**config.mk**
```make
export PLATFORM = sky130hd
export DESIGN_NAME = descending_sorted_list_top
export DESIGN_NICKNAME = d
export VERILOG_FILES = /design/src/design/dsl_pkg.sv /design/src/design/dsl_cell.sv /design/src/design/dsl_chain.sv /design/src/design/descending_sorted_list_top.sv
export VERILOG_INCLUDE_DIRS = /design/src /design/src/design
export SDC_FILE = /design/constraint.sdc
export NUM_CORES = 2
export LEC_CHECK = 0
export BUFFER_PORTS_ARGS = -buffer_cell sky130_fd_sc_hd__buf_2
export CORE_ASPECT_RATIO = 1.4
export CORE_UTILIZATION = 54
export CTS_BUF_LIST = sky130_fd_sc_hd__clkbuf_8 sky130_fd_sc_hd__clkbuf_16
export DETAILED_ROUTE_END_ITERATION = 10
export GPL_TIMING_DRIVEN = 0
export HOLD_SLACK_MARGIN = 0.1
export PLACE_DENSITY = 0.83
export SLEW_MARGIN = 30
export SYNTH_ARGS = -nofsm -noshare
export SYNTH_HDL_FRONTEND = slang
export SYNTH_SLANG_ARGS = --single-unit
export TNS_END_PERCENT = 10
```
**constraint.sdc**
```tcl
create_clock -name clk -period 5.33 [get_ports clk]
set_input_delay 0.2665 -clock clk [delete_from_list [all_inputs] [get_ports clk]]
set_output_delay 0.2665 -clock clk [all_outputs]
set_load 0.01 [all_outputs]
```
**src/design/descending_sorted_list_top_macros.svh**
```systemverilog
// Assertion macros for the descending sorted list.
// Included by descending_sorted_list_top; the including module provides clk and rst_n.
`ifndef DESCENDING_SORTED_LIST_TOP_MACROS_SVH
`define DESCENDING_SORTED_LIST_TOP_MACROS_SVH

`ifndef NO_ASSERTIONS
`define DSL_ASSERT_SAME(label, ante, cons, msg) \
  label: assert property (@(posedge clk) disable iff (!rst_n) (ante) |-> (cons)) \
    else $error(msg);
`define DSL_ASSERT_NEXT(label, ante, cons, msg) \
  label: assert property (@(posedge clk) disable iff (!rst_n) (ante) |=> (cons)) \
    else $error(msg);
`else
`define DSL_ASSERT_SAME(label, ante, cons, msg)
`define DSL_ASSERT_NEXT(label, ante, cons, msg)
`endif

`endif

```
**src/design/dsl_pkg.sv**
```systemverilog
// Shared types and constants for the descending sorted list.
// No dependencies.
`default_nettype none
package dsl_pkg;

  localparam int DEPTH = 16;
  localparam int IDX_W = $clog2(DEPTH);

  typedef logic signed [31:0] word_t;

  typedef enum logic [1:0] {
    CMD_INSERT   = 2'd0,
    CMD_DELETE   = 2'd1,
    CMD_TRAVERSE = 2'd2
  } cmd_t;

  typedef enum logic [1:0] {
    ST_OK       = 2'd0,
    ST_FULL     = 2'd1,
    ST_EMPTY    = 2'd2,
    ST_NOTFOUND = 2'd3
  } status_t;

  typedef enum logic {
    S_IDLE,
    S_TRAV
  } state_t;

  typedef struct packed {
    logic [1:0] cmd;
    word_t      value;
  } in_beat_t;

  typedef struct packed {
    logic [1:0] status;
    word_t      item;
    logic       last;
  } out_beat_t;

  // Broadcast to every cell.
  typedef struct packed {
    logic  ins;
    logic  del;
    word_t value;
  } cell_ctrl_t;

  typedef struct packed {
    logic full;
    logic empty;
    logic found;
  } chain_stat_t;

endpackage
`default_nettype wire

```
**src/design/dsl_cell.sv**
```systemverilog
// One list slot: entry register, valid bit, compare against the broadcast value.
// Depends on dsl_pkg.
`default_nettype none
module dsl_cell (
  input  wire logic                clk,
  input  wire logic                rst_n,
  input  wire dsl_pkg::cell_ctrl_t ctrl,
  input  wire logic                found,
  input  wire logic                left_gt,
  input  wire logic                left_valid,
  input  wire dsl_pkg::word_t      left_data,
  input  wire logic                right_valid,
  input  wire dsl_pkg::word_t      right_data,
  output dsl_pkg::word_t           data,
  output logic                     valid,
  output logic                     gt,
  output logic                     match
);

  dsl_pkg::word_t data_r, data_nxt;
  logic           valid_r, valid_nxt;

  assign gt    = valid_r && (data_r > ctrl.value);
  assign match = valid_r && (data_r == ctrl.value);
  assign data  = data_r;
  assign valid = valid_r;

  always_comb begin
    data_nxt  = data_r;
    valid_nxt = valid_r;
    if (ctrl.ins && !gt) begin
      data_nxt  = left_gt ? ctrl.value : left_data;
      valid_nxt = valid_r | left_valid;
    end else if (ctrl.del && found) begin
      valid_nxt = right_valid;
      if (!gt) begin
        data_nxt = right_data;
      end
    end
  end

  always_ff @(posedge clk) begin
    data_r <= data_nxt;
  end

  always_ff @(posedge clk) begin
    if (!rst_n) begin
      valid_r <= 1'b0;
    end else begin
      valid_r <= valid_nxt;
    end
  end

endmodule
`default_nettype wire

```
**src/design/dsl_chain.sv**
```systemverilog
// Row of list cells with neighbor links, global hit flag and traverse read port.
// Depends on dsl_pkg and dsl_cell.
`default_nettype none
module dsl_chain (
  input  wire logic                        clk,
  input  wire logic                        rst_n,
  input  wire dsl_pkg::cell_ctrl_t         ctrl,
  input  wire logic [dsl_pkg::IDX_W-1:0]   rd_idx,
  output dsl_pkg::chain_stat_t             stat,
  output logic [dsl_pkg::DEPTH-1:0]        vld,
  output dsl_pkg::word_t                   rd_data,
  output logic                             rd_last
);

  dsl_pkg::word_t             data_w [dsl_pkg::DEPTH];
  logic [dsl_pkg::DEPTH-1:0]  gt_w;
  logic [dsl_pkg::DEPTH-1:0]  match_w;
  logic [dsl_pkg::DEPTH-1:0]  vld_after;
  logic                       found;

  assign found = |match_w;

  for (genvar i = 0; i < dsl_pkg::DEPTH; i++) begin : g_cell
    logic           l_gt, l_valid, r_valid;
    dsl_pkg::word_t l_data, r_data;

    if (i == 0) begin : g_head
      assign l_gt    = 1'b1;
      assign l_valid = 1'b1;
      assign l_data  = ctrl.value;
    end else begin : g_body
      assign l_gt    = gt_w[i-1];
      assign l_valid = vld[i-1];
      assign l_data  = data_w[i-1];
    end

    if (i == dsl_pkg::DEPTH - 1) begin : g_tail
      assign r_valid = 1'b0;
      assign r_data  = data_w[i];
    end else begin : g_mid
      assign r_valid = vld[i+1];
      assign r_data  = data_w[i+1];
    end

    dsl_cell u_cell (
      .clk         (clk),
      .rst_n       (rst_n),
      .ctrl        (ctrl),
      .found       (found),
      .left_gt     (l_gt),
      .left_valid  (l_valid),
      .left_data   (l_data),
      .right_valid (r_valid),
      .right_data  (r_data),
      .data        (data_w[i]),
      .valid       (vld[i]),
      .gt          (gt_w[i]),
      .match       (match_w[i])
    );
  end

  assign vld_after  = {1'b0, vld[dsl_pkg::DEPTH-1:1]};
  assign rd_data    = data_w[rd_idx];
  assign rd_last    = !vld_after[rd_idx];

  assign stat.full  = vld[dsl_pkg::DEPTH-1];
  assign stat.empty = !vld[0];
  assign stat.found = found;

endmodule
`default_nettype wire

```
**src/design/descending_sorted_list_top.sv**
```systemverilog
// Top level of the descending sorted list: command decode, traverse sequencer, output register.
// Depends on dsl_pkg, dsl_chain and descending_sorted_list_top_macros.svh.
//
//   channel  ports                      payload
//   in       in_valid/in_ready/in_data   dsl_pkg::in_beat_t  (cmd, value)
//   out      out_valid/out_ready/out_data dsl_pkg::out_beat_t (status, item, last)
//
// Insert and delete: all cells update in parallel. Unused codes are accepted and give no output beat.
// Traverse: one beat per entry while the output register is free, read through the chain's index mux;
// an empty list gives a single beat.
// Input is held off during a traverse and while the output register is full and not taken.
// rst_n (synchronous) empties the list; entry data is not cleared.
`default_nettype none
`include "descending_sorted_list_top_macros.svh"
module descending_sorted_list_top (
  input  wire logic               clk,
  input  wire logic               rst_n,
  input  wire logic               in_valid,
  output logic                    in_ready,
  input  wire dsl_pkg::in_beat_t  in_data,
  output logic                    out_valid,
  input  wire logic               out_ready,
  output dsl_pkg::out_beat_t      out_data
);

  dsl_pkg::state_t             state_r, state_nxt;
  logic [dsl_pkg::IDX_W-1:0]   cnt_r, cnt_nxt;
  logic                        out_valid_r, out_valid_nxt;
  dsl_pkg::out_beat_t          out_r, out_nxt;

  dsl_pkg::cell_ctrl_t         ctrl;
  dsl_pkg::chain_stat_t        stat;
  logic [dsl_pkg::DEPTH-1:0]   vld;
  dsl_pkg::word_t              rd_data;
  logic                        rd_last;
  logic                        acc, out_free;

  assign out_free   = !out_valid_r || out_ready;
  assign in_ready   = (state_r == dsl_pkg::S_IDLE) && out_free;
  assign acc        = in_valid && in_ready;

  assign ctrl.value = in_data.value;
  assign ctrl.ins   = acc && (in_data.cmd == dsl_pkg::CMD_INSERT) && !stat.full;
  assign ctrl.del   = acc && (in_data.cmd == dsl_pkg::CMD_DELETE);

  dsl_chain u_chain (
    .clk     (clk),
    .rst_n   (rst_n),
    .ctrl    (ctrl),
    .rd_idx  (cnt_r),
    .stat    (stat),
    .vld     (vld),
    .rd_data (rd_data),
    .rd_last (rd_last)
  );

  always_comb begin
    state_nxt     = state_r;
    cnt_nxt       = cnt_r;
    out_nxt       = out_r;
    out_valid_nxt = out_valid_r && !out_ready;
    unique case (state_r)
      dsl_pkg::S_IDLE: begin
        if (acc) begin
          out_nxt.item = in_data.value;
          out_nxt.last = 1'b1;
          case (in_data.cmd)
            dsl_pkg::CMD_INSERT: begin
              out_valid_nxt  = 1'b1;
              out_nxt.status = stat.full ? dsl_pkg::ST_FULL : dsl_pkg::ST_OK;
            end
            dsl_pkg::CMD_DELETE: begin
              out_valid_nxt  = 1'b1;
              if (stat.empty) begin
                out_nxt.status = dsl_pkg::ST_EMPTY;
              end else if (stat.found) begin
                out_nxt.status = dsl_pkg::ST_OK;
              end else begin
                out_nxt.status = dsl_pkg::ST_NOTFOUND;
              end
            end
            dsl_pkg::CMD_TRAVERSE: begin
              if (stat.empty) begin
                out_valid_nxt  = 1'b1;
                out_nxt.status = dsl_pkg::ST_EMPTY;
                out_nxt.item   = '0;
              end else begin
                state_nxt = dsl_pkg::S_TRAV;
                cnt_nxt   = '0;
              end
            end
            default: begin
            end
          endcase
        end
      end
      dsl_pkg::S_TRAV: begin
        if (out_free) begin
          out_valid_nxt  = 1'b1;
          out_nxt.status = dsl_pkg::ST_OK;
          out_nxt.item   = rd_data;
          out_nxt.last   = rd_last;
          cnt_nxt        = cnt_r + 1'b1;
          if (rd_last) begin
            state_nxt = dsl_pkg::S_IDLE;
          end
        end
      end
      default: begin
        state_nxt = dsl_pkg::S_IDLE;
      end
    endcase
  end

  always_ff @(posedge clk) begin
    if (!rst_n) begin
      state_r     <= dsl_pkg::S_IDLE;
      cnt_r       <= '0;
      out_valid_r <= 1'b0;
    end else begin
      state_r     <= state_nxt;
      cnt_r       <= cnt_nxt;
      out_valid_r <= out_valid_nxt;
    end
  end

  always_ff @(posedge clk) begin
    out_r <= out_nxt;
  end

  assign out_valid = out_valid_r;
  assign out_data  = out_r;

  // occupancy is a thermometer code: no valid cell after an empty one
  `DSL_ASSERT_SAME(a_vld_thermo, 1'b1, ((vld >> 1) & ~vld) == '0, "valid bits have a hole")
  // an accepted insert into a non-full list grows the list by one
  `DSL_ASSERT_NEXT(a_ins_grow, ctrl.ins,
    $countones(vld) == $countones($past(vld)) + 1, "insert did not add one entry")
  // a dropped insert leaves the list untouched
  `DSL_ASSERT_NEXT(a_full_hold, acc && (in_data.cmd == dsl_pkg::CMD_INSERT) && stat.full,
    $stable(vld), "full insert changed occupancy")

endmodule
`default_nettype wire
```
==> metrics.txt <==
Non-Filler Instances=about 5200; Critical Path Start Type=input pin; Max Cap Viol=0; post-synthesis sequential area ratio=38.5%; Clock Skew=0.0310 ns; H-tree depth=2; largest stage delay on the critical path=0.92 ns; Top FF cell, synth=edfxtp_1; Clock transition at path regs=0.07 ns; residual DRC count=2; Syn Area/Cell=10.9 sq um; CORE AREA=0.0803 sq mm; failing checks=DRC; worst vdd ir=~0.24 mV; Hold Path Class=in -> reg; final global-route overflow total=0; vias in the first global route=36000; area occupied by multi-input gates=0.0257 sq mm; Die Ht=between 300 and 400 microns; number of enable flip-flop cells after synthesis=about 550; #FFs+latches synth=569; Avg WL per Cell=29.9 microns; FF+latch area=0.0169 sq mm; number of fill cells=6444; status=finished with violations; Initial Util=between 50% and 60%; layout cells sized above 1=14.9%; Slew headroom=23.3%; Layout area overhead=9.75%; Final #Nets=4652; async set-reset flop share out of synthesis=0%; Port Buffers=43; post-layout minimum cycle time=5.15 ns; Crit path arrival time=around 5.5 ns; leakage=19.0 nW; Final Setup Violations=0; Worst Hold Slack=0.178 ns; initial antenna violation count=11; Num Clock Sinks=569; Boundary Pins=75; CTS tree=yes; final worst slack=0.179 ns; first-pass GRT wire length=228000 microns; TritonCTS Buffers=56; later-pin clock latency in the skew report=0.67 ns; Cell Area, Synth=0.0438 sq mm; pin count of the biggest net entering global routing=33; Final Hold Viols=0; placed cells=5128; Total Wirelength=157000 microns; fin. max-slew vios=0; Final Cycle Share=96.6%; Via-to-Cell Ratio=6.96; CTS Buffer Depth=3; DP HPWL=between 100000 and 150000 microns; Vias=about 36000; Crit. End Element=flip-flop; die area=around 0.082 sq mm; required time worst endpoint=5.70 ns; FMAX=~0.19 GHz; chip width=243 microns; cell row count=123; post-synth net total=around 4500; GR Util All Layers=roughly 38%; Root Driver=clkbuf_16; Place WS=-0.465 ns; Pwr Density=approximately 230 mW/mm^2; critical path's slowest cell=nor4_2; initial DRC count=5065; Worst Setup Path Type=in -> reg; GPL Wtd Cong=1.02; yosys warns=0; synth unique cells=88; most frequent CP cell=clkbuf_1; drt first pass iters=9; CP Cell Sequence=clkbuf_1, inv_1, ha_1, nand4_1, nor4_2, nand3_1, o211ai_1, a21o_1, clkbuf_1, clkbuf_1, a21boi_4, buf_16; Syn Inst Count=4004; crit path max fanout=17; slew at the pin closest to its max-slew limit=roughly 1.1 ns; unrepaired setup endpoints after global routing=false; Final ANT Viol Nets=0; postcts setup bufs=0
[final timing paths]
check | startpoint | depth (start not counted) | end | slack (ns)
worst max-delay path | in_data[19] | 12 | u_chain.g_cell[4].u_cell.data[4] | 0.18
worst max register to register | out_valid | 10 | u_chain.g_cell[12].u_cell.data[4] | 0.22
worst min register to register | u_chain.g_cell[8].u_cell.valid | 2 | u_chain.g_cell[7].u_cell.valid | 0.60
worst min-delay path | out_ready | 4 | cnt_r[1] | 0.18
[state kept, by name, summed over array words and instances (netlist names)]
register,cells
u_chain.g_cell.u_cell.valid,16
cnt_r,4
u_chain.g_cell.u_cell.data,512
state_r,1
out_valid,1
out_data,35
[final cells by class]
| cell class | count | share of cell area, % |
|---|---|---|
| Antenna cell | 6 | 0.0312 |
| Buffer | 276 | 2.50 |
| Clock buffer | 57 | 2.97 |
| Clock inverter | 45 | 0.956 |
| Inverter | 71 | 0.555 |
| Multi-Input combinational cell | 3088 | 53.5 |
| Sequential cell | 569 | 35.1 |
| Tap cell | 1062 | 2.77 |
| Timing Repair Buffer | 67 | 1.58 |
[cells in the final DEF (no fill, tap or decap), types with 32 or more instances in the layout]
master	synthesis	routed
nor2_1	282	273
edfxtp_1	547	547
mux2i_1	327	327
a22o_1	32	32
o21ai_0	245	245
mux4_2	164	164
clkbuf_1	185	180
a21o_1	42	42
inv_1	70	79
nand4_1	111	111
nand3_1	62	62
buf_2	53	100
a21oi_1	503	503
mux2_2	158	158
clkbuf_16	0	57
nand2_1	295	295
ha_1	485	485
[what timing repair did]
item | CTS | global route
resized for setup | 0 | 1
hold endpoints to repair | 16 | 0
hold buffers | 5 | 0
setup endpoints to repair | 0 | 17
[per-layer routing]
layer  up-vias  part of all wire, %  GRT usage (%)
li1      15800                    -              -
met1     17600                   33           42.4
met2      2404                   48           62.0
met3       642                  8.8           5.32
met4         6                   11           34.0
met5         -                0.021              0
[cell usage after synthesis (22+ instances only)]
| cell | count | area, sq um |
|---|---|---|
| nand4_1 | 111 | 694 |
| dfxtp_1 | 22 | 440 |
| mux4_2 | 164 | 3690 |
| a21oi_1 | 503 | 2520 |
| nor4_1 | 35 | 219 |
| nand3_1 | 62 | 310 |
| inv_1 | 70 | 263 |
| mux2_2 | 158 | 1780 |
| nand2_1 | 295 | 1110 |
| a21o_1 | 42 | 315 |
| mux2_4 | 29 | 435 |
| ha_1 | 485 | 6070 |
| edfxtp_1 | 547 | 16400 |
| o21ai_0 | 245 | 1230 |
| a22o_1 | 32 | 280 |
| buf_1 | 26 | 97.6 |
| clkbuf_1 | 185 | 694 |
| nor2_1 | 282 | 1060 |
| o211ai_1 | 27 | 203 |
| xor2_1 | 30 | 263 |
| buf_2 | 53 | 265 |
| mux2i_1 | 327 | 3270 |
[stage by stage]
stage / power (mW) / TNS [ns] / util (%) / area (sq um)
floorplan: 6.29 / -116.38 / - / 43800
global placement: 6.81 / -1438.78 / 56.4 / 45300
detailed placement: 6.90 / -33.33 / 57.3 / 46100
CTS: 11.1 / 0 / 59.7 / 48000
global route: 11.4 / 0 / 59.8 / 48000
finish: 11.2 / 0 / 59.8 / 48000
[report_power, final]
part           switching [mW]  internal (mW)
sequential              0.148           5.08
combinational            1.06          0.597
clock                    1.93           2.38
[critical path, delay by kind of cell]
family / cells / cell delay (ns)
AO/OA/AOI/OAI: 3 / 1.01
adder cells (fa/ha/maj): 1 / 0.56
buffers and inverters: 5 / 2.22
AND/OR/NAND/NOR: 3 / 1.41
[kinds of logic after synthesis]
| kind of cell | after synthesis | synth area share, % |
|---|---|---|
| compound gates | 995 | 13.1 |
| xor+xnor | 32 | 0.640 |
| fa+ha+maj | 485 | 13.9 |
| buf+inv | 347 | 3.32 |
| flops | 569 | 38.5 |
| mux | 678 | 21.0 |
| simple gates | 898 | 9.56 |
(Power assumes the default switching activity.)
